[src/design/nssf_pkg.sv]
// shared types, constants and helpers for the nmea sentence slot framer
`default_nettype none

package nssf_pkg;

  localparam int SLOTS   = 4;
  localparam int MAX_LEN = 128;

  localparam int SLOT_W = (SLOTS > 1) ? $clog2(SLOTS) : 1;
  localparam int POS_W  = $clog2(MAX_LEN + 1);

  localparam logic [7:0] CH_START = 8'h24;
  localparam logic [7:0] CH_CR    = 8'h0D;

  typedef logic [SLOT_W-1:0] slot_t;
  typedef logic [POS_W-1:0]  pos_t;

  typedef enum logic [1:0] {
    ST_FREE    = 2'd0,
    ST_READY   = 2'd1,
    ST_READING = 2'd2
  } status_t;

  typedef enum logic [1:0] {
    CMD_BYTE    = 2'd0,
    CMD_CLAIM   = 2'd1,
    CMD_RELEASE = 2'd2
  } cmd_t;

  // one status write per request
  typedef struct packed {
    logic    en;
    slot_t   slot;
    status_t value;
  } status_upd_t;

  function automatic slot_t next_slot(slot_t s);
    slot_t n;
    if (s == slot_t'(SLOTS - 1)) begin
      n = '0;
    end else begin
      n = s + slot_t'(1);
    end
    return n;
  endfunction

endpackage

`default_nettype wire

[src/design/nssf_slot_table.sv]
// per-slot status registers with a single write port
`default_nettype none

module nssf_slot_table (
  input  wire logic                        clk,
  input  wire logic                        rst_n,
  input  wire nssf_pkg::status_upd_t       upd,
  output nssf_pkg::status_t                status [nssf_pkg::SLOTS]
);
  import nssf_pkg::*;

  status_t status_r [SLOTS];

  always_ff @(posedge clk) begin
    if (!rst_n) begin
      for (int i = 0; i < SLOTS; i++) begin
        status_r[i] <= ST_FREE;
      end
    end else if (upd.en) begin
      status_r[upd.slot] <= upd.value;
    end
  end

  always_comb begin
    for (int i = 0; i < SLOTS; i++) begin
      status[i] = status_r[i];
    end
  end

endmodule

`default_nettype wire

[src/design/nmea_sentence_slot_framer.sv]
// nmea sentence slot framer top level: framing state, slot ring and result register
//
//  channel | direction | handshake            | payload
//  in      | input     | in_valid / in_ready  | cmd, rx_byte, slot_index
//  out     | output    | out_valid / out_ready| wr_*, frame_ready, frame_aborted, slot_state
//
// one request per cycle: framing state, slot status and the result register all load
// at the accepting edge, so the result is offered on out the cycle after
// in_ready is high while the output register is empty or being taken this cycle
// a stalled result holds the input off; nothing else throttles the rate
// synchronous reset: hunting, slot 0, all slots free, output register empty
`default_nettype none

module nmea_sentence_slot_framer (
  input  wire logic       clk,
  input  wire logic       rst_n,
  input  wire logic       in_valid,
  output logic            in_ready,
  input  wire logic [1:0] in_cmd,
  input  wire logic [7:0] in_rx_byte,
  input  wire logic [1:0] in_slot_index,
  output logic            out_valid,
  input  wire logic       out_ready,
  output logic            out_wr_valid,
  output logic [1:0]      out_wr_slot,
  output logic [6:0]      out_wr_position,
  output logic [7:0]      out_wr_data,
  output logic            out_frame_ready,
  output logic            out_frame_aborted,
  output logic [1:0]      out_slot_state
);
  import nssf_pkg::*;

  logic        hunting_r, hunting_nxt;
  slot_t       cur_r, cur_nxt;
  pos_t        wpos_r, wpos_nxt;
  status_t     status [SLOTS];
  status_upd_t upd;

  logic        out_valid_r;
  logic        wr_valid_r, wr_valid_nxt;
  logic [1:0]  wr_slot_r, wr_slot_nxt;
  logic [6:0]  wr_pos_r, wr_pos_nxt;
  logic [7:0]  wr_data_r, wr_data_nxt;
  logic        f_ready_r, f_ready_nxt;
  logic        f_abort_r, f_abort_nxt;
  logic [1:0]  st_r, st_nxt;

  logic        accept;
  logic        idx_ok;
  slot_t       idx;
  slot_t       s1, s2;
  pos_t        wpos_inc;

  assign in_ready = !out_valid_r || out_ready;
  assign accept   = in_valid && in_ready;

  assign idx_ok   = {30'd0, in_slot_index} < 32'(SLOTS);
  assign idx      = slot_t'(in_slot_index);
  assign s1       = next_slot(cur_r);
  assign s2       = next_slot(s1);
  assign wpos_inc = wpos_r + pos_t'(1);

  nssf_slot_table u_table (
    .clk    (clk),
    .rst_n  (rst_n),
    .upd    (upd),
    .status (status)
  );

  always_comb begin
    hunting_nxt  = hunting_r;
    cur_nxt      = cur_r;
    wpos_nxt     = wpos_r;
    upd          = '{en: 1'b0, slot: '0, value: ST_FREE};
    wr_valid_nxt = 1'b0;
    wr_slot_nxt  = '0;
    wr_pos_nxt   = '0;
    wr_data_nxt  = '0;
    f_ready_nxt  = 1'b0;
    f_abort_nxt  = 1'b0;
    st_nxt       = idx_ok ? 2'(status[idx]) : 2'd0;

    case (cmd_t'(in_cmd))
      CMD_BYTE: begin
        if (hunting_r) begin
          if (in_rx_byte == CH_START) begin
            // skip one slot that the consumer is reading
            cur_nxt      = (status[s1] == ST_READING) ? s2 : s1;
            hunting_nxt  = 1'b0;
            wr_valid_nxt = 1'b1;
            wr_slot_nxt  = 2'(cur_nxt);
            wr_pos_nxt   = 7'd1;
            wr_data_nxt  = in_rx_byte;
            wpos_nxt     = pos_t'(2);
          end
        end else if (in_rx_byte == CH_CR) begin
          wr_valid_nxt = 1'b1;
          wr_slot_nxt  = 2'(cur_r);
          wr_pos_nxt   = wpos_r[6:0];
          wr_data_nxt  = 8'd0;
          upd          = '{en: 1'b1, slot: cur_r, value: ST_READY};
          hunting_nxt  = 1'b1;
          f_ready_nxt  = 1'b1;
        end else begin
          wr_valid_nxt = 1'b1;
          wr_slot_nxt  = 2'(cur_r);
          wr_pos_nxt   = wpos_r[6:0];
          wr_data_nxt  = in_rx_byte;
          wpos_nxt     = wpos_inc;
          // full sentence length: drop it, slot status untouched
          if ({{(32-POS_W){1'b0}}, wpos_inc} >= 32'(MAX_LEN)) begin
            hunting_nxt = 1'b1;
            f_abort_nxt = 1'b1;
          end
        end
      end
      CMD_CLAIM: begin
        if (idx_ok && status[idx] == ST_READY) begin
          upd = '{en: 1'b1, slot: idx, value: ST_READING};
        end
      end
      CMD_RELEASE: begin
        if (idx_ok) begin
          upd = '{en: 1'b1, slot: idx, value: ST_FREE};
        end
      end
      default: begin
      end
    endcase

    if (!accept) begin
      upd.en = 1'b0;
    end
  end

  always_ff @(posedge clk) begin
    if (!rst_n) begin
      hunting_r   <= 1'b1;
      cur_r       <= '0;
      wpos_r      <= '0;
      out_valid_r <= 1'b0;
    end else begin
      if (accept) begin
        hunting_r <= hunting_nxt;
        cur_r     <= cur_nxt;
        wpos_r    <= wpos_nxt;
      end
      if (accept) begin
        out_valid_r <= 1'b1;
      end else if (out_ready) begin
        out_valid_r <= 1'b0;
      end
    end
  end

  always_ff @(posedge clk) begin
    if (accept) begin
      wr_valid_r <= wr_valid_nxt;
      wr_slot_r  <= wr_slot_nxt;
      wr_pos_r   <= wr_pos_nxt;
      wr_data_r  <= wr_data_nxt;
      f_ready_r  <= f_ready_nxt;
      f_abort_r  <= f_abort_nxt;
      st_r       <= st_nxt;
    end
  end

  assign out_valid         = out_valid_r;
  assign out_wr_valid      = wr_valid_r;
  assign out_wr_slot       = wr_slot_r;
  assign out_wr_position   = wr_pos_r;
  assign out_wr_data       = wr_data_r;
  assign out_frame_ready   = f_ready_r;
  assign out_frame_aborted = f_abort_r;
  assign out_slot_state    = st_r;

  a_stall_blocks_input: assert property (@(posedge clk) disable iff (!rst_n)
    (out_valid && !out_ready) |-> !in_ready)
    else $error("input accepted while result stalled");

  a_ready_abort_exclusive: assert property (@(posedge clk) disable iff (!rst_n)
    out_valid |-> !(out_frame_ready && out_frame_aborted))
    else $error("frame both ready and aborted");

  a_terminator_write: assert property (@(posedge clk) disable iff (!rst_n)
    (out_valid && out_frame_ready) |-> (out_wr_valid && out_wr_data == 8'd0))
    else $error("ready frame without terminator write");

  a_position_nonzero: assert property (@(posedge clk) disable iff (!rst_n)
    (out_valid && out_wr_valid) |-> (out_wr_position != 7'd0))
    else $error("write at position zero");

endmodule

`default_nettype wire

[config.mk]
export PLATFORM = sky130hd
export DESIGN_NAME = nmea_sentence_slot_framer
export DESIGN_NICKNAME = d
export VERILOG_FILES = /design/src/design/nssf_pkg.sv /design/src/design/nssf_slot_table.sv /design/src/design/nmea_sentence_slot_framer.sv
export SDC_FILE = /design/constraint.sdc
export NUM_CORES = 1
export LEC_CHECK = 0
export ABC_AREA = 1
export BUFFER_PORTS_ARGS = -buffer_cell sky130_fd_sc_hd__buf_4
export CORE_UTILIZATION = 35
export DETAILED_ROUTE_END_ITERATION = 10
export GPL_TIMING_DRIVEN = 0
export REMOVE_ABC_BUFFERS = 1
export SETUP_SLACK_MARGIN = 0.4
export SLEW_MARGIN = 0
export SYNTH_ARGS = -nofsm -noshare
export SYNTH_HDL_FRONTEND = slang
export SYNTH_SLANG_ARGS = --single-unit
[constraint.sdc]
create_clock -name clk -period 1.8 [get_ports clk]
set_input_delay 0.18 -clock clk [delete_from_list [all_inputs] [get_ports clk]]
set_output_delay 0.18 -clock clk [all_outputs]
set_load 0.005 [all_outputs]
==> After elaboration in Yosys (flattened, before gate mapping) <==
Memory sizes are Yosys's and may differ from the RTL's.
Cells that the tools add are included.
{ "word_totals": {"ff_bits": 34, "mem_bits_rw": 8, "in_bits": 16, "out_inout_bits": 24, "mem_count": 1} }
{ "classes": {"addsub": 3, "n_lt_le_gt_ge": 3, "eq_ne": 10, "mux": 40, "bitwise": 3, "n_reduce_logical": 11} }
{ "mem_list": {"columns": ["memory", "depth", "word_bits", "rd", "rd_clocked_by_memory_dff", "wr", "line_no", "source"], "rows": [
  ["u_table.status_r", 4, 2, 4, 0, 4, "nssf_slot_table.sv:12", "status_t status_r [SLOTS];"]
]} }
{ "ops": {"columns": ["cell", "count"], "rows": [
  ["8-bit 2-to-1 mux", 6],
  ["2-bit 2-to-1 mux", 11],
  ["1-bit 2-to-1 mux", 16],
  ["5-bit 2-to-1 mux", 3],
  ["5-bit case mux with 3 select lines", 1],
  ["8-bit by 1-bit adder with 8-bit output, second input constant", 1],
  ["2-bit binary-select mux with 2-bit select", 2],
  ["2-bit == test, second input constant", 4],
  ["8-bit by 4-bit == test with 1-bit output, second input constant", 1],
  ["8-bit by 6-bit == test with 1-bit output, second input constant", 1],
  ["8-bit greater-or-equal comparator, second input constant", 1],
  ["4-bit AND reduction", 2],
  ["7-bit 2-to-1 mux", 1],
  ["3-bit greater-or-equal comparator, second input constant", 2],
  ["2-bit NOT with 3-bit output", 2],
  ["2-bit by 1-bit adder with 2-bit output, second input constant", 2],
  ["2-bit by 1-bit == test with 1-bit output, second input constant", 2],
  ["2-bit OR reduction", 2],
  ["3-bit OR reduction", 1],
  ["2-bit logical NOT", 1],
  ["2-bit by 1-bit != test with 1-bit output, second input constant", 1],
  ["2-bit != test, second input constant", 1],
  ["2-bit AND reduction", 1],
  ["2-bit nonzero test", 1],
  ["other kinds (4)", 4]
]} }

==> Logic depth before layout (Yosys ltp) <==
{ "logic_depth": {"word_depth": 13, "mapped_depth": 12, "ltp_nobuf": 12} }

==> Modules after synthesis <==
From an unflattened synthesis, not the netlist that was laid out.
{ "unflattened": {"hier_cells": 269, "area_unflattened_um2": 2160.8} }
{ "by_module_without_submodules": {"columns": ["mod", "n_inst", "cells_per_inst", "area_per_inst_um2", "seq_area_each_um2"], "rows": [
  ["nmea_sentence_slot_framer", 1, 240, 1833.0, 900.9],
  ["nssf_slot_table", 1, 29, 327.8, 240.2]
]} }

==> Least setup slack after synthesis <==
Ideal clock, no wire load.
{ "synth_timing": {"kind": "reg-to-reg", "startpoint": "reg out_valid_r, in the netlist out_valid", "endpoint": "mem u_table.status_r[2][0] (netlist bit), enable pin", "arrival_time_ps": 1489, "required_ps": 1503, "setup_slack_ps": 15, "path_stages_with_launch": 8, "n_path_buf": 0, "period_less_slack_ps": 1785, "cell_sequence": "dfxtp_1 -> nand2_1 -> nand2_1 -> inv_1 -> nand3_4 -> nor2_1 -> nand2_1 -> nand2_1"} }
{ "synth_rtl": {"columns": ["item", "line_no", "source"], "rows": [
  ["from (decl)", "nmea_sentence_slot_framer.sv:40", "logic out_valid_r;"],
  ["from (signal assigned)", "nmea_sentence_slot_framer.sv:142", "out_valid_r <= 1'b0;"],
  ["from (signal assigned)", "nmea_sentence_slot_framer.sv:150", "out_valid_r <= 1'b1;"],
  ["from (signal assigned)", "nmea_sentence_slot_framer.sv:152", "out_valid_r <= 1'b0;"],
  ["to (decl)", "nssf_slot_table.sv:12", null]
]} }

==> results.yml <==
run_status:
  status: "completed"
critical_path:
  r2r_setup_slack_ns: 0.27
  path_depth: 11
  cp-end-kind: "flip-flop"
  reg2regPathDepth: 11
  arrival_ns: 1.58
  critical_path_buf_inv_count: 1
  critPathLaunchType: "flip-flop"
  path_class: "flip-flop to flip-flop"
  crit_chain: "nand2_1, nand3_1, nand2_2, nand3_4, nand2_4, nand2_2, nand2_4, nor2_4, nand2_2, buf_4, nor2_4"
  required_ns: 1.85
  crit_start: "u_table.status_r[0][1]"
  cp_slowest_stage_delay_ns: 0.40
  critPathMaxFanout: 3
  critical_path.top_delay_family: "simple AND/OR/NAND/NOR gates"
  cp_slowest_cell: "edfxtp_1"
  path_common_cell: "nand2_2"
  endpoint: "u_table.status_r[0][0]"
  r2r_start: "u_table.status_r[0][1]"
  rr_endpoint: "u_table.status_r[0][0]"
die:
  ios: 40
  rows: 27
  die_w_um: 79.11
  start_util: 0.3710
  die_h_um: 79.11
  design.core.area_sq_mm: 0.005608
  dieArea_sq_mm: 0.006258
global_route:
  grtUsageMet2: 0.2603
  track_usage: 0.1525
  overflow: 0
  gr-usage-met3: 0.03333
  grt_pass1_wl_um: 7348
  grt_antenna_before_repair: 0
  grtUsageMet1: 0.1882
  grt_pass1_vias: 1595
  grt_max_degree: 13
  grt.busiest_layer: "met2"
detailed_routing:
  via_per_inst: 4.732
  antenna_left: 0
  vias: 1713
  drc: 0
  drtIter0Drc: 60
  wl_per_cell_um: 12.10
  dr.pass1.iters: 4
  wl_um: 4381
power_and_ir_drop:
  power_leakage_nw: 1.127
  p_per_area_mw_per_mm2: 668.9
  peakVddDrop_uv: 244.6
clock_tree:
  cts_buffer_depth: 2
  cts_root_buf: "clkbuf_8"
  cts_tree: "yes"
  holdBufCountCts: 0
  clk_latency_ns: 0.29
  cts_made_buffers: 5
  h-tree-depth: 2
  cts_sinks: 42
  clk_pin_slew_ns: 0.07
finish:
  antennaDiodeCount: 0
  final_cell_area_sq_mm: 0.002841
  final_cells: 362
  nets: 307
  syn_to_final_growth_pct: 36.56
  final_layout_size_suffix_gt1_frac: 0.4103
  layout_commonest_cell: "buf_4"
  most-common-layout-cells: "buf_4 (51), nand2_1 (40), nor2_1 (31)"
  fillers: 541
synthesis:
  ys_seq_area_frac: 0.5484
  ys_warn_count: 0
  synth_cell_types: 28
  syn_inst: 231
  syn_area_per_cell_sq_um: 9.008
  netlist_area_sq_mm: 0.002081
  synth_seq_cells: 42
sta:
  fmax_mhz: 652.8
  finalCriticalPeriod_ns: 1.532
  fin_skew_ns: 0.003181
  finalHoldViolCount: 0
  tightest_slew_ns: 0.2785
  slew_headroom: 0.8139
  fin_crit_sh: 0.8510
  setup_viol: 0
  holdWs_ns: 0.1610
  finalMaxSlewViolations: 0
  rsz0062_at_grt: "true"
placed_design:
  hpwl_um: 3147
  place_area_sq_mm: 0.002451
  dp_cells: 340
  gp_congestion: 0.8368
  port_buffers: 39
worst_hold_path:
  worstHoldPathType: "primary input to flip-flop"
  hold_start: "rst_n"
job:
  drv_cap: 0
[flip-flops by register name, indices dropped and copies added (netlist names), 2 cells and up]
| register | cells |
|---|---|
| out_slot_state | 2 |
| u_table.status_r | 8 |
| out_wr_slot | 2 |
| cur_r | 2 |
| wpos_r | 8 |
| out_wr_data | 8 |
| out_wr_position | 7 |
[routing by layer]
| metal | share of wire | routed length, um |
|---|---|---|
| met4 | 0.014 | 63 |
| met5 | 0 | 0 |
| met1 | 0.44 | 1931 |
| met3 | 0.046 | 200 |
| met2 | 0.50 | 2186 |
[power breakdown]
group | switching (W) | internal, W | leakage, nW
Clock | 0.000305 | 0.000313 | 0.0455
Sequential | 0.0000110 | 0.00106 | 0.406
Combinational | 0.000118 | 0.0000973 | 0.675
Total | 0.000433 | 0.00147 | 1.13
[synth_stat cells]
cell      count  area [sq um]
nand2_4       1         11.26
nand3b_1      1         7.510
o21ai_0       9         45.04
nand2_1      50         187.7
nor2_4        3         33.78
o21ai_2       1         8.760
o21ai_1       1         5.000
o211ai_1      1         7.510
o22ai_1       1         6.260
nor3_1        2         10.01
xor2_1        2         17.52
nand4_1       3         18.77
buf_2         1         5.000
inv_2         6         22.52
nor2_2        2         12.51
buf_4         1         7.510
and3_1        1         6.260
nand3_2       3         30.03
a21oi_1       8         40.04
nand3_4       4         70.07
dfxtp_1      12         240.2
nand3_1      14         70.07
nor2_1       38         142.6
edfxtp_1     30         900.9
nand2_2       7         43.79
a211oi_1      1         7.510
inv_1        26         97.59
ha_1          2         25.02
[worst reg2reg max path: cells and delay by family, from the launching register on]
kind,cells,cell delay (ns)
buf+inv,1,0.12
flops,1,0.40
simple gates,10,0.76
[final cells by class]
| cell class | count | area (sq um) | area share |
|---|---|---|---|
| clock buffer | 8 | 90.09 | 0.03170 |
| inverter | 32 | 133.9 | 0.04712 |
| multi-input combinational | 155 | 962.2 | 0.3386 |
| sequential | 42 | 1164 | 0.4095 |
| tap | 72 | 90.09 | 0.03170 |
| timing repair buffer | 52 | 394.1 | 0.1387 |
| timing repair inverter | 1 | 7.507 | 0.002642 |
[repair_timing]
action / in CTS / in global routing
buffers inserted: 8 / 5
resized for setup: 26 / 35
pin swaps: 11 / 24
cloned: 1 / 0
endpoints found under the setup margin: 47 / 25
[stage by stage]
stage	setup TNS [ns]	power (W)	setup WS (ns)	utilization
after global routing	0	0.001981	0.1522	0.5067
final	0	0.001901	0.2682	0.5067
after global placement	-3.290	0.001273	-0.3237	0.4371
after detailed placement	-4.340	0.001276	-0.3897	0.4371
after floorplan	0	0.001179	0.01465	-
after CTS	0	0.001910	0.2524	0.4817
[how the worst min path moves through the flow]
stage / end / slack [ns] / depth (start not counted)
global route: hunting_r / 0.16 / 2
CTS: hunting_r / 0.15 / 2
finish: hunting_r / 0.16 / 2
detailed placement: hunting_r / 0.45 / 2
global placement: hunting_r / 0.44 / 2
floorplan: hunting_r / 0.25 / 1
[logic make-up (layout without fill, tap and decap cells)]
group	Yosys count	count (layout)	synth area share
adders and majority gates	2	2	0.01202
DFF	42	42	0.5484
AOI/OAI and AO/OA	22	22	0.05773
xor gates and xnor gates	2	2	0.008420
buffers and inverters	34	93	0.06374
and+or+nand+nor	129	129	0.3097
No activity file was read; power rests on OpenSTA's default activity.
